## config.mk

```make
export PLATFORM = sky130hd
export DESIGN_NAME = utf8_to_utf16_transcoder_unit
export DESIGN_NICKNAME = d
export VERILOG_FILES = /design/src/rtl/u8u16_pkg.sv /design/src/rtl/utf8_to_utf16_transcoder_unit.sv /design/src/rtl/u8u16_front.sv /design/src/rtl/u8u16_queue.sv /design/src/rtl/u8u16_back.sv
export SDC_FILE = /design/constraint.sdc
export NUM_CORES = 1
export LEC_CHECK = 0
export BUFFER_PORTS_ARGS = -buffer_cell sky130_fd_sc_hd__buf_2
export CELL_PAD_IN_SITES_DETAIL_PLACEMENT = 2
export CELL_PAD_IN_SITES_GLOBAL_PLACEMENT = 2
export CORE_UTILIZATION = 50
export DETAILED_ROUTE_END_ITERATION = 6
export GPL_ROUTABILITY_DRIVEN = 0
export GPL_TIMING_DRIVEN = 0
export HOLD_SLACK_MARGIN = 0.08
export PLACE_DENSITY_LB_ADDON = 0.3
export RECOVER_POWER = 25
export SKIP_CTS_REPAIR_TIMING = 1
export SYNTH_ARGS = -nofsm -noshare
export SYNTH_HDL_FRONTEND = slang
export SYNTH_HIERARCHICAL = 1
export SYNTH_SLANG_ARGS = --single-unit
```

## constraint.sdc

```tcl
create_clock -name clk -period 9.2 [get_ports clk]
set_clock_uncertainty 0.15 [all_clocks]
set_input_delay 1.38 -clock clk [delete_from_list [all_inputs] [get_ports clk]]
set_output_delay 1.38 -clock clk [all_outputs]
set_load 0.05 [all_outputs]
```

## src/rtl/u8u16_pkg.sv

```systemverilog
package u8u16_pkg;

	localparam logic [15:0] REPL_UNIT   = 16'hFFFD;
	localparam logic [20:0] SUPP_BASE   = 21'h10000;
	localparam logic [15:0] HI_SURR     = 16'hD800;
	localparam logic [15:0] LO_SURR     = 16'hDC00;
	localparam int          UNITS_MAX   = 3;

	// Byte class: ascii, a lead with 1..3 following bytes, or invalid
	typedef struct packed {
		logic       bad;
		logic [1:0] follow;
	} u8u16_class_t;

	// One queue entry: all units caused by one accepted byte
	typedef struct packed {
		logic [UNITS_MAX-1:0][15:0] units;
		logic [1:0]                 cnt;
		logic                       last;
	} u8u16_entry_t;

	function automatic u8u16_class_t fn_classify(input logic [7:0] c);
		u8u16_class_t r;
		r.bad    = 1'b0;
		r.follow = 2'd0;
		priority if (c[7] == 1'b0) begin
			r.follow = 2'd0;
		end else if ((c & 8'hE0) == 8'hC0) begin
			r.follow = 2'd1;
		end else if ((c & 8'hF0) == 8'hE0) begin
			r.follow = 2'd2;
		end else if ((c & 8'hF8) == 8'hF0) begin
			r.follow = 2'd3;
		end else begin
			r.bad = 1'b1;
		end
		return r;
	endfunction

	// Ascii passes through, anything else in a cut-short tail is a replacement
	function automatic logic [15:0] fn_single(input logic [7:0] c);
		return c[7] ? REPL_UNIT : {8'h00, c};
	endfunction

endpackage

```

## src/rtl/utf8_to_utf16_transcoder_unit.sv

```systemverilog
// UTF-8 to UTF-16 transcoder.
// Slave channel: one UTF-8 byte per request on s_tdata, s_tlast marking the
// final byte of a string. Master channel: one UTF-16 code unit per request on
// m_tdata, m_tuser flagging the last unit caused by an input byte, m_tlast the
// final unit of the string.
// A byte accepted by the front is written into the queue; its first unit is then
// loaded into the output register that drives m_tdata. Bytes that only start or
// extend a multi-byte form give no unit.
// Throughput: one byte per cycle while each byte yields at most one unit and the
// receiver takes every unit; the output register emits one unit per cycle while
// m_tready is high, so a surrogate pair gives two units and a string cut short
// mid-form up to three. A queue of QUEUE_DEPTH entries between the decoder and the
// output absorbs such bursts; s_tready drops only when the queue is full.
// Reset clears the decoder state, empties the queue and drops m_tvalid.
// When the receiver stalls, the presented unit holds; decoding carries on
// until the queue fills.
module utf8_to_utf16_transcoder_unit #(
	parameter int QUEUE_DEPTH = 4   // 2 or more
) (
	input  logic        clk,
	input  logic        arst_n,
	input  logic        s_tvalid,
	output logic        s_tready,
	input  logic [7:0]  s_tdata,   // [7:0] in_byte
	input  logic        s_tlast,   // string_last
	output logic        m_tvalid,
	input  logic        m_tready,
	output logic [15:0] m_tdata,   // [15:0] code_unit
	output logic        m_tlast,   // string_end
	output logic        m_tuser    // [0] run_end
);

	u8u16_pkg::u8u16_entry_t wr_entry;
	u8u16_pkg::u8u16_entry_t head;
	logic                    accept;
	logic                    push;
	logic                    pop;
	logic                    not_empty;
	logic                    full;

	// Accept a request whenever the queue has room
	assign s_tready = !full;
	assign accept   = s_tvalid && s_tready;

	// Front: classify the byte, track the form being gathered, build the units
	u8u16_front u_front (
		.clk         (clk),
		.arst_n      (arst_n),
		.accept      (accept),
		.in_byte     (s_tdata),
		.string_last (s_tlast),
		.push        (push),
		.entry       (wr_entry)
	);

	// Hold decoded unit groups until the output side takes them
	u8u16_queue #(
		.DEPTH (QUEUE_DEPTH)
	) u_queue (
		.clk       (clk),
		.arst_n    (arst_n),
		.push      (push),
		.wr_entry  (wr_entry),
		.pop       (pop),
		.head      (head),
		.not_empty (not_empty),
		.full      (full)
	);

	// Back: serialise each group, one unit per request
	u8u16_back u_back (
		.clk        (clk),
		.arst_n     (arst_n),
		.head       (head),
		.head_valid (not_empty),
		.pop        (pop),
		.m_tvalid   (m_tvalid),
		.m_tready   (m_tready),
		.m_tdata    (m_tdata),
		.m_tlast    (m_tlast),
		.m_tuser    (m_tuser)
	);

endmodule

```

## src/rtl/u8u16_front.sv

```systemverilog
module u8u16_front (
	input  logic                    clk,
	input  logic                    arst_n,
	input  logic                    accept,
	input  logic [7:0]              in_byte,
	input  logic                    string_last,
	output logic                    push,
	output u8u16_pkg::u8u16_entry_t entry
);

	logic [7:0]      lead_q;
	logic [1:0][7:0] tail_q;
	logic [1:0]      count_q;
	logic [1:0]      needed_q;

	u8u16_pkg::u8u16_class_t cls_in;
	u8u16_pkg::u8u16_class_t cls_t0;
	logic            idle;
	logic            complete;
	logic [20:0]     cp;
	logic [20:0]     cp_off;
	logic [1:0]      count_new;
	logic [1:0][7:0] tail_new;

	assign cls_in   = u8u16_pkg::fn_classify(in_byte);
	assign idle     = (needed_q == 2'd0);
	assign complete = !idle && (({1'b0, count_q} + 3'd1) >= {1'b0, needed_q});

	always_comb begin
		tail_new             = tail_q;
		tail_new[count_q[0]] = in_byte;
		count_new            = count_q + 2'd1;
	end

	assign cls_t0 = u8u16_pkg::fn_classify(tail_new[0]);

	// Gather the code point of a completed form
	always_comb begin
		unique case (needed_q)
			2'd1:    cp = {10'd0, lead_q[4:0], in_byte[5:0]};
			2'd2:    cp = {5'd0, lead_q[3:0], tail_q[0][5:0], in_byte[5:0]};
			default: cp = {lead_q[2:0], tail_q[0][5:0], tail_q[1][5:0], in_byte[5:0]};
		endcase
	end

	assign cp_off = cp - u8u16_pkg::SUPP_BASE;

	always_comb begin
		entry.units = '0;
		entry.cnt   = 2'd0;
		entry.last  = string_last;
		if (idle) begin
			if (!cls_in.bad && cls_in.follow == 2'd0) begin
				entry.units[0] = {8'h00, in_byte};
				entry.cnt      = 2'd1;
			end else if (cls_in.bad || string_last) begin
				entry.units[0] = u8u16_pkg::REPL_UNIT;
				entry.cnt      = 2'd1;
			end
		end else if (complete) begin
			if (cp[20:16] != 5'd0) begin
				entry.units[0] = u8u16_pkg::HI_SURR + {5'd0, cp_off[20:10]};
				entry.units[1] = u8u16_pkg::LO_SURR + {6'd0, cp_off[9:0]};
				entry.cnt      = 2'd2;
			end else begin
				entry.units[0] = cp[15:0];
				entry.cnt      = 2'd1;
			end
		end else if (string_last) begin
			// Form cut short: replacement for the lead, then decode the tail
			entry.units[0] = u8u16_pkg::REPL_UNIT;
			if (count_new < 2'd2) begin
				entry.units[1] = u8u16_pkg::fn_single(tail_new[0]);
				entry.cnt      = 2'd2;
			end else if (!cls_t0.bad && cls_t0.follow == 2'd1) begin
				entry.units[1] = {5'd0, tail_new[0][4:0], tail_new[1][5:0]};
				entry.cnt      = 2'd2;
			end else begin
				entry.units[1] = u8u16_pkg::fn_single(tail_new[0]);
				entry.units[2] = u8u16_pkg::fn_single(tail_new[1]);
				entry.cnt      = 2'd3;
			end
		end
	end

	assign push = accept && (entry.cnt != 2'd0);

	always_ff @(posedge clk or negedge arst_n) begin
		if (!arst_n) begin
			lead_q   <= '0;
			tail_q   <= '0;
			count_q  <= '0;
			needed_q <= '0;
		end else if (accept) begin
			if (idle) begin
				if (!cls_in.bad && cls_in.follow != 2'd0 && !string_last) begin
					lead_q   <= in_byte;
					needed_q <= cls_in.follow;
					count_q  <= 2'd0;
				end
			end else if (complete) begin
				needed_q <= 2'd0;
				count_q  <= 2'd0;
			end else begin
				tail_q <= tail_new;
				if (string_last) begin
					needed_q <= 2'd0;
					count_q  <= 2'd0;
				end else begin
					count_q <= count_new;
				end
			end
		end
	end

endmodule

```

## src/rtl/u8u16_queue.sv

```systemverilog
module u8u16_queue #(
	parameter int DEPTH = 4
) (
	input  logic                    clk,
	input  logic                    arst_n,
	input  logic                    push,
	input  u8u16_pkg::u8u16_entry_t wr_entry,
	input  logic                    pop,
	output u8u16_pkg::u8u16_entry_t head,
	output logic                    not_empty,
	output logic                    full
);

	localparam int PW = (DEPTH > 1) ? $clog2(DEPTH) : 1;
	localparam int CW = $clog2(DEPTH + 1);

	u8u16_pkg::u8u16_entry_t mem_q [DEPTH];
	logic [PW-1:0]           wr_ptr_q;
	logic [PW-1:0]           rd_ptr_q;
	logic [CW-1:0]           cnt_q;

	assign head      = mem_q[rd_ptr_q];
	assign not_empty = (cnt_q != '0);
	assign full      = (cnt_q == CW'(DEPTH));

	always_ff @(posedge clk) begin
		if (push) begin
			mem_q[wr_ptr_q] <= wr_entry;
		end
	end

	always_ff @(posedge clk or negedge arst_n) begin
		if (!arst_n) begin
			wr_ptr_q <= '0;
			rd_ptr_q <= '0;
			cnt_q    <= '0;
		end else begin
			if (push) begin
				wr_ptr_q <= (wr_ptr_q == PW'(DEPTH - 1)) ? '0 : wr_ptr_q + PW'(1);
			end
			if (pop) begin
				rd_ptr_q <= (rd_ptr_q == PW'(DEPTH - 1)) ? '0 : rd_ptr_q + PW'(1);
			end
			unique case ({push, pop})
				2'b10:   cnt_q <= cnt_q + CW'(1);
				2'b01:   cnt_q <= cnt_q - CW'(1);
				default: cnt_q <= cnt_q;
			endcase
		end
	end

endmodule

```

## src/rtl/u8u16_back.sv

```systemverilog
module u8u16_back (
	input  logic                    clk,
	input  logic                    arst_n,
	input  u8u16_pkg::u8u16_entry_t head,
	input  logic                    head_valid,
	output logic                    pop,
	output logic                    m_tvalid,
	input  logic                    m_tready,
	output logic [15:0]             m_tdata,
	output logic                    m_tlast,
	output logic                    m_tuser
);

	logic [1:0]  idx_q;
	logic        valid_q;
	logic [15:0] unit_q;
	logic        run_end_q;
	logic        str_end_q;

	logic        load;
	logic        run_end;
	logic [15:0] unit_sel;

	always_comb begin
		unique case (idx_q)
			2'd0:    unit_sel = head.units[0];
			2'd1:    unit_sel = head.units[1];
			2'd2:    unit_sel = head.units[2];
			default: unit_sel = u8u16_pkg::REPL_UNIT;
		endcase
	end

	assign load    = head_valid && (!valid_q || m_tready);
	assign run_end = (idx_q == (head.cnt - 2'd1));
	assign pop     = load && run_end;

	always_ff @(posedge clk or negedge arst_n) begin
		if (!arst_n) begin
			idx_q   <= '0;
			valid_q <= 1'b0;
		end else begin
			if (load) begin
				valid_q <= 1'b1;
				idx_q   <= run_end ? 2'd0 : idx_q + 2'd1;
			end else if (m_tready) begin
				valid_q <= 1'b0;
			end
		end
	end

	always_ff @(posedge clk) begin
		if (load) begin
			unit_q    <= unit_sel;
			run_end_q <= run_end;
			str_end_q <= run_end && head.last;
		end
	end

	assign m_tvalid = valid_q;
	assign m_tdata  = unit_q;
	assign m_tlast  = str_end_q;
	assign m_tuser  = run_end_q;

endmodule
```

==> Yosys cells after proc, flatten, opt, wreduce, memory -nomap -nowiden <==
Memories as Yosys holds them, arrays and structs flattened.
Cells that the tools add are included.
{ "totals": {"out_inout_bits": 20, "inputBits": 13, "n_memories": 1, "elab_cells": 136, "reg_bits": 53, "ram_bits": 204} }
{ "classes": {"n_lt_le_gt_ge": 4, "n_bitwise": 2, "n_reduce_logical": 33, "addsub": 11, "eq_ne": 18, "mux": 54} }
{ "memory_table": {"columns": ["memory", "words", "width", "read_ports", "rd_ports_with_merged_regs", "wr", "line_no", "rtl"], "rows": [
  ["u_queue.mem_q", 4, 51, 1, 0, 1, "u8u16_queue.sv:17", "u8u16_pkg::u8u16_entry_t mem_q [DEPTH];"]
]} }
{ "op_table": {"columns": ["op", "count"], "rows": [
  ["$mux 16", 8],
  ["$mux 18", 4],
  ["$mux 50", 1],
  ["$pmux 16 s3", 1],
  ["$pmux 21 s2", 1],
  ["$mux 2", 20],
  ["$mux 34", 1],
  ["$mux 32", 1],
  ["$sub 21x17->21 const B", 1],
  ["$add 15x11->16 const A", 1],
  ["$add 15x12->16 const A", 1],
  ["$bwmux 16", 1],
  ["$mux 1", 13],
  ["$logic_and 1x1->1", 11],
  ["$eq 2x2->1 const B", 5],
  ["$eq 5x5->1 const B", 2],
  ["$eq 3x3->1 const B", 3],
  ["$reduce_and 3->1", 3],
  ["$add 2x1->2 const B", 4],
  ["$demux 8 s1", 1],
  ["$eq 2x1->1 const B", 4],
  ["$eq 4x4->1 const B", 2],
  ["$mux 8", 1],
  ["$reduce_bool 2->1", 4],
  ["18 further kinds", 28]
]} }

==> Depth between registers and ports, before layout <==
{ "logic_depth": {"word_depth": 21, "ltp_mapped": 13, "mapped_depth_nobuf": 11} }

==> By module <==
Netlist, hierarchy kept.
{ "modules_own_cells": {"columns": ["module", "cells_each", "area_each_um2", "n_inst", "seq_area_each_um2"], "rows": [
  ["u8u16_queue", 302, 7833.8, 1, 6301.0],
  ["u8u16_front", 285, 2327.2, 1, 625.6],
  ["u8u16_back", 98, 1068.5, 1, 615.6],
  ["utf8_to_utf16_transcoder_unit", 2, 10.0, 1, 0.0]
]} }

==> Worst setup path before layout <==
Ideal clock, no wire load.
{ "synth_timing": {"path_kind": "input -> register", "from": "input port s_tdata[5]", "to": "memory u_queue/mem_q[0][0] in the netlist's numbering (enable)", "path_stages": 5, "path_buffers": 1, "setup_ns": 0.414, "path_slack_ns": 5.274, "t_required_ns": 8.636, "arrival_ns": 3.362, "cell_sequence": "clkbuf_2 -> and3_1 -> or3_1 -> and3b_1 -> and2_1"} }
{ "synth_via": {"elab_chain_len": 17, "word_cells_on_any_way": 41, "classes_between": "eq/ne (7); mux (26); reduce/logical (8)"} }
{ "synth_lines": {"columns": ["element", "line_no", "rtl"], "rows": [
  ["start, declared", "utf8_to_utf16_transcoder_unit.sv:24", "input logic [7:0] s_tdata,"],
  ["$bwmux 16", "u8u16_front.sv:31", "tail_new[count_q[0]] = in_byte;"],
  ["$eq 5x5->1", "u8u16_pkg.sv:32", "end else if ((c & 8'hF8) == 8'hF0) begin"],
  ["$mux 2 / $mux 1 (equally long branches)", "u8u16_pkg.sv:32", null],
  ["$mux 2 / $mux 1 (equally long branches)", "u8u16_pkg.sv:30", "end else if ((c & 8'hF0) == 8'hE0) begin"],
  ["$mux 2 / $mux 1 (equally long branches)", "u8u16_pkg.sv:28", "end else if ((c & 8'hE0) == 8'hC0) begin"],
  ["$mux 2 / $mux 1 (equally long branches)", "u8u16_pkg.sv:26", "priority if (c[7] == 1'b0) begin"],
  ["$eq 2x1->1 / $logic_not 1->1 (equally long branches)", "u8u16_front.sv:75", "end else if (!cls_t0.bad && cls_t0.follow == 2'd1) begin"],
  ["$logic_and 1x1->1", "u8u16_front.sv:75", null],
  ["[2 not listed]", null, null],
  ["$mux 50", "u8u16_front.sv:69", "end else if (string_last) begin"],
  ["$mux 34", "u8u16_front.sv:60", "end else if (complete) begin"],
  ["$mux 18 (*)", "u8u16_front.sv:52", "if (idle) begin"],
  ["$reduce_bool 2->1 (*)", "u8u16_front.sv:86", "assign push = accept && (entry.cnt != 2'd0);"],
  ["$logic_and 1x1->1 (*)", "u8u16_front.sv:86", null],
  ["via push", "utf8_to_utf16_transcoder_unit.sv:36", "logic push;"],
  ["$mux 1 (*)", "u8u16_queue.sv:27", "if (push) begin"],
  ["$mux 1 (implied by the code) (*)", "u8u16_queue.sv:28", "mem_q[wr_ptr_q] <= wr_entry;"],
  ["end, declared", "u8u16_queue.sv:17", null]
]} }
The timed path passes the listed nets; every way through them passes the cells marked *.

==> Final worst setup path <==
{ "layout_timing": {"from": "register u_front.count_q[0]", "to": "register u_queue.cnt_q[1]"} }
{ "layout_via": {"elab_chain_len": 21, "word_cells_on_any_way": 36, "classes_between": "add/sub (2); order compare (4); eq/ne (6); mux (17); reduce/logical (7)"} }
{ "layout_lines": {"columns": ["element", "line_no", "rtl"], "rows": [
  ["start, declared", "u8u16_front.sv:13", "logic [1:0] count_q;"],
  ["start signal, assigned", "u8u16_front.sv:110", "count_q <= count_new;"],
  ["$lt 1x2->1 (implied by the code) / $ge 1x1->1 (equally long branches)", "u8u16_front.sv:31", null],
  ["$logic_and 1x1->1 (implied by the code)", "u8u16_front.sv:31", null],
  ["$mux 8 (implied by the code)", "u8u16_front.sv:31", null],
  ["$demux 8 s1", null, null],
  ["$bwmux 16", "u8u16_front.sv:31", null],
  ["$eq 5x5->1", "u8u16_pkg.sv:32", null],
  ["$mux 2 / $mux 1 (equally long branches)", "u8u16_pkg.sv:32", null],
  ["$mux 2 / $mux 1 (equally long branches)", "u8u16_pkg.sv:30", null],
  ["[6 not listed]", null, null],
  ["$mux 50", "u8u16_front.sv:69", null],
  ["$mux 34 (*)", "u8u16_front.sv:60", null],
  ["$mux 18 (*)", "u8u16_front.sv:52", null],
  ["$reduce_bool 2->1 (*)", "u8u16_front.sv:86", null],
  ["$logic_and 1x1->1 (*)", "u8u16_front.sv:86", null],
  ["via push", "utf8_to_utf16_transcoder_unit.sv:36", null],
  ["$eq 2x1->1 / $eq 2x2->1 (equally long branches)", "u8u16_queue.sv:44", "unique case ({push, pop})"],
  ["$pmux 3 s2 / $reduce_bool 2->1 (equally long branches)", null, null],
  ["end signal, assigned", "u8u16_queue.sv:45", "2'b10: cnt_q <= cnt_q + CW'(1);"],
  ["end signal, assigned", "u8u16_queue.sv:46", "2'b01: cnt_q <= cnt_q - CW'(1);"],
  ["end signal, assigned", "u8u16_queue.sv:47", "default: cnt_q <= cnt_q;"],
  ["end, declared", "u8u16_queue.sv:20", "logic [CW-1:0] cnt_q;"]
]} }
Marks and branches as above.
A chain may end at the register's enable or synchronous reset.

==> out/summary.txt <==
Cell-internal power: 3.27 mW
Chip Height: 152 um
Crit Reg-Reg Endpoint: u_queue/cnt_q[1]
Worst-Skew Late Latency: 0.54 ns
R2R cell count: 11
Final setup viols: 0
Max-slew violation count: 36
Largest net degree at the start of global routing: 52
Syn Nets: 718
Minimum clock period: 5.61 ns
CP max stage delay: 1.01 ns
Critical path arrival: 5.88 ns
Hold wc startpoint: u_front/tail_q[15]
Delay-heaviest family, CP: buffers and inverters
CP startpoint: u_front/count_q[0]
CP Cell Sequence: clkbuf_1 > clkbuf_1 > inv_1 > fa_1 > nor2_1 > a2111oi_0 > and3b_1 > inv_1 > ha_1 > fa_1 > mux2_2
Hold path depth: 2
H-tree lvl count: 1
FF-to-FF setup slack: 3.59 ns
Final hold slack: 0.365 ns
# fillers: 1873
1st-pass router iterations: 7
TritonCTS sink count: 257
Routed WL: 38.3 mm
Share of layout cells above drive strength 1: 18.0%
Status: finished, violations left
Comb pwr share: 42.6%
Yosys top cell by area: edfxtp_1
Commonest non-fill, non-tap cell in the layout: edfxtp_1
Worst-path clk slew: 0.06 ns
Routed WL per cell: 36.6 um
Leak: 4.49 nW
CP endpoint: u_queue/cnt_q[1]
Core area: 22000 um2
Design area: 12600 um2
Port bufs: 30
Antenna diode instance count: 0
TritonCTS clock tree: done
Met2 usage: 59.4%
Inserted Clock Buffers: 27
Syn. warnings: 6
EDFF count, synth: 222
Chip Width: 152 um
Worst Tran Pin Value: 2.27 ns
Final setup TNS: 0 ns
WP depth: 11
Sequential Area: 7540 um2
Most frequent cells in the layout: 222 x edfxtp_1, 52 x clkbuf_1, 48 x mux4_2
I/O Pins: 33
Multi-input logic area: 3270 um2
Worst Path Buf+Inv: 4
Number of global-route vias before repair: 7622
Post-Syn Instances: 687
Yosys reg bits: 257
Register area share after synthesis: 67.1%
Top_reg_cell synth: edfxtp_1
Switching pwr: 2.31 mW
Top cells by area, synth: edfxtp_1 59%, mux4_2 9.6%, dfrtp_1 7.8%
GRT Resource Usage Total: 34.3%
Clk buf depth: 3
Root Buffer Master: clkbuf_16
Post-DP HPWL: 24.3 mm
First-pass GRT wire length: 55.7 mm
Tcrit/Tclk final: 61.0%
Placed Area: 11800 um2
DRC viols: 6
DP Worst Slack: 4.45 ns
Switching share of power: 41.4%
Met1 usage: 43.2%
Grt ovf: 0
Critical path launch point type: register
Hold Crit Class: reg2reg
Highest-delay cell along the critical path: a2111oi_0
CP Capture Type: register
Slew HR: -51.3%
Yosys top cell area share: 59.3%
Syn_area_per_cell: 16.4 um2
Met3 GRT Util: 5.13%
Cell Pwr Density: 442 nW/um2
Sequential share of power: 37.1%
Gr busiest metal: met2
Reg-to-reg startpoint: u_front/count_q[0]
Initial core utilization: 51.2%
DRT iter0 DRCs: 849
Routed vias/inst: 6.78
Final Hold Viols: 0
Die area: 23100 um2
Clock power share: 20.4%
Critical path class: reg2reg
Total power: 5.58 mW
Layout area overhead: 12.2%
Nets@finish: 778
Via count: 7093
VDD IR-drop max: 0.188 mV
Post-Syn Area: 11200 um2
RSZ-0062 raised after global routing: no
Final worst setup slack: 3.59 ns
FFs w/ async S/R, synth: 13.6%
Remaining antenna violation count: 0
Maxcap violations: 1
Post-synthesis cell type count: 62
Initial antenna violation count: 0
Cell Rows: 54
Max frequency: 178 MHz
Critical Path RT: 9.47 ns
Peak fanout along the critical path: 10
Failing checks: design-rule violations, max-capacitance violations, max-slew violations
[kinds of logic (layout without fill, tap and decap cells)]
group,after synthesis,in the layout,share of synthesized area [%]
AO/OA/AOI/OAI,132,132,7.85
XOR/XNOR,6,6,0.468
adder cells (fa/ha/maj),18,18,2.14
buffers and inverters,70,149,3.77
flip-flops,257,257,67.1
multiplexers,80,80,13.1
AND/OR/NAND/NOR,124,124,5.54
[metal layers]
metal | routed length (um) | part of all wire, %
met1 | 14400 | 38
met3 | 2520 | 6.6
met4 | 1920 | 5.0
met5 | 0 | 0
met2 | 19400 | 51
[Yosys cell counts (all sizes together), types with 2 or more instances]
cell,instances
a2111oi,4
a211oi,2
a21o,8
a21oi,30
a221o,7
a221oi,4
a22oi,20
a31oi,2
and2,8
and3,2
and3b,2
and4b,2
buf,32
clkbuf,17
dfrtp,35
edfxtp,222
fa,2
ha,16
inv,21
mux2,11
mux2i,18
mux4,51
nand2,45
nand2b,10
nand3,7
nand3b,2
nor2,22
nor2b,8
nor3,4
nor3b,2
nor4,3
o211ai,3
o21a,2
o21ai,33
o22ai,5
o2bb2ai,2
o31ai,2
or3,3
xnor2,4
xor2,2
[sequential cells by signal, indices dropped and copies added (netlist names)]
name / count
u_back/idx_q: 2
u_back/m_tdata: 16
u_back/m_tlast: 1
u_back/m_tuser: 1
u_back/m_tvalid: 1
u_front/count_q: 2
u_front/lead_q: 5
u_front/needed_q: 2
u_front/tail_q: 16
u_queue/cnt_q: 3
u_queue/mem_q: 204
u_queue/rd_ptr_q: 2
u_queue/wr_ptr_q: 2
[stage by stage]
| stage | util (%) | instances |
|---|---|---|
| after global placement | 53.5 | 997 |
| after CTS | 57.7 | 1046 |
| after detailed placement | 53.6 | 998 |
| after global routing | 57.4 | 1046 |
| final | 57.4 | 1046 |
| after floorplan | - | 687 |
[power groups by stage]
stage	Clock [mW]	Combinational (mW)	Sequential, mW
finish	1.14	2.37	2.07
global route	1.18	2.46	2.09
CTS	1.15	2.36	2.06
detailed placement	0	2.26	2.06
global placement	0	2.02	2.00
floorplan	0	1.34	2.12
[worst min-delay path: cells and delay by family (launching register included)]
kind | cells | cell delay, ns
AND/OR/NAND/NOR | 1 | 0.05
flip-flops | 1 | 0.34
AO/OA/AOI/OAI | 1 | 0.08
[layout make-up]
class	instances	share of cell area, %
flip-flops and latches	257	59.8
multi-input cells	360	25.9
clock buffers	34	5.73
well taps	280	2.78
plain buffers	49	2.62
clock inverters	14	1.37
repair buffers	31	1.12
inverters	21	0.625
[worst min path at each step]
stage	end	slack, ns
6_report	u_front/tail_q[15]	0.37
5_1_grt	u_queue/cnt_q[2]	0.38
4_1_cts	u_front/tail_q[15]	0.37
3_5_place_dp	u_front/tail_q[14]	0.36
3_3_place_gp	u_queue/cnt_q[2]	0.32
2_1_floorplan	u_queue/cnt_q[2]	0.30
No activity file was read; power rests on OpenSTA's default activity.
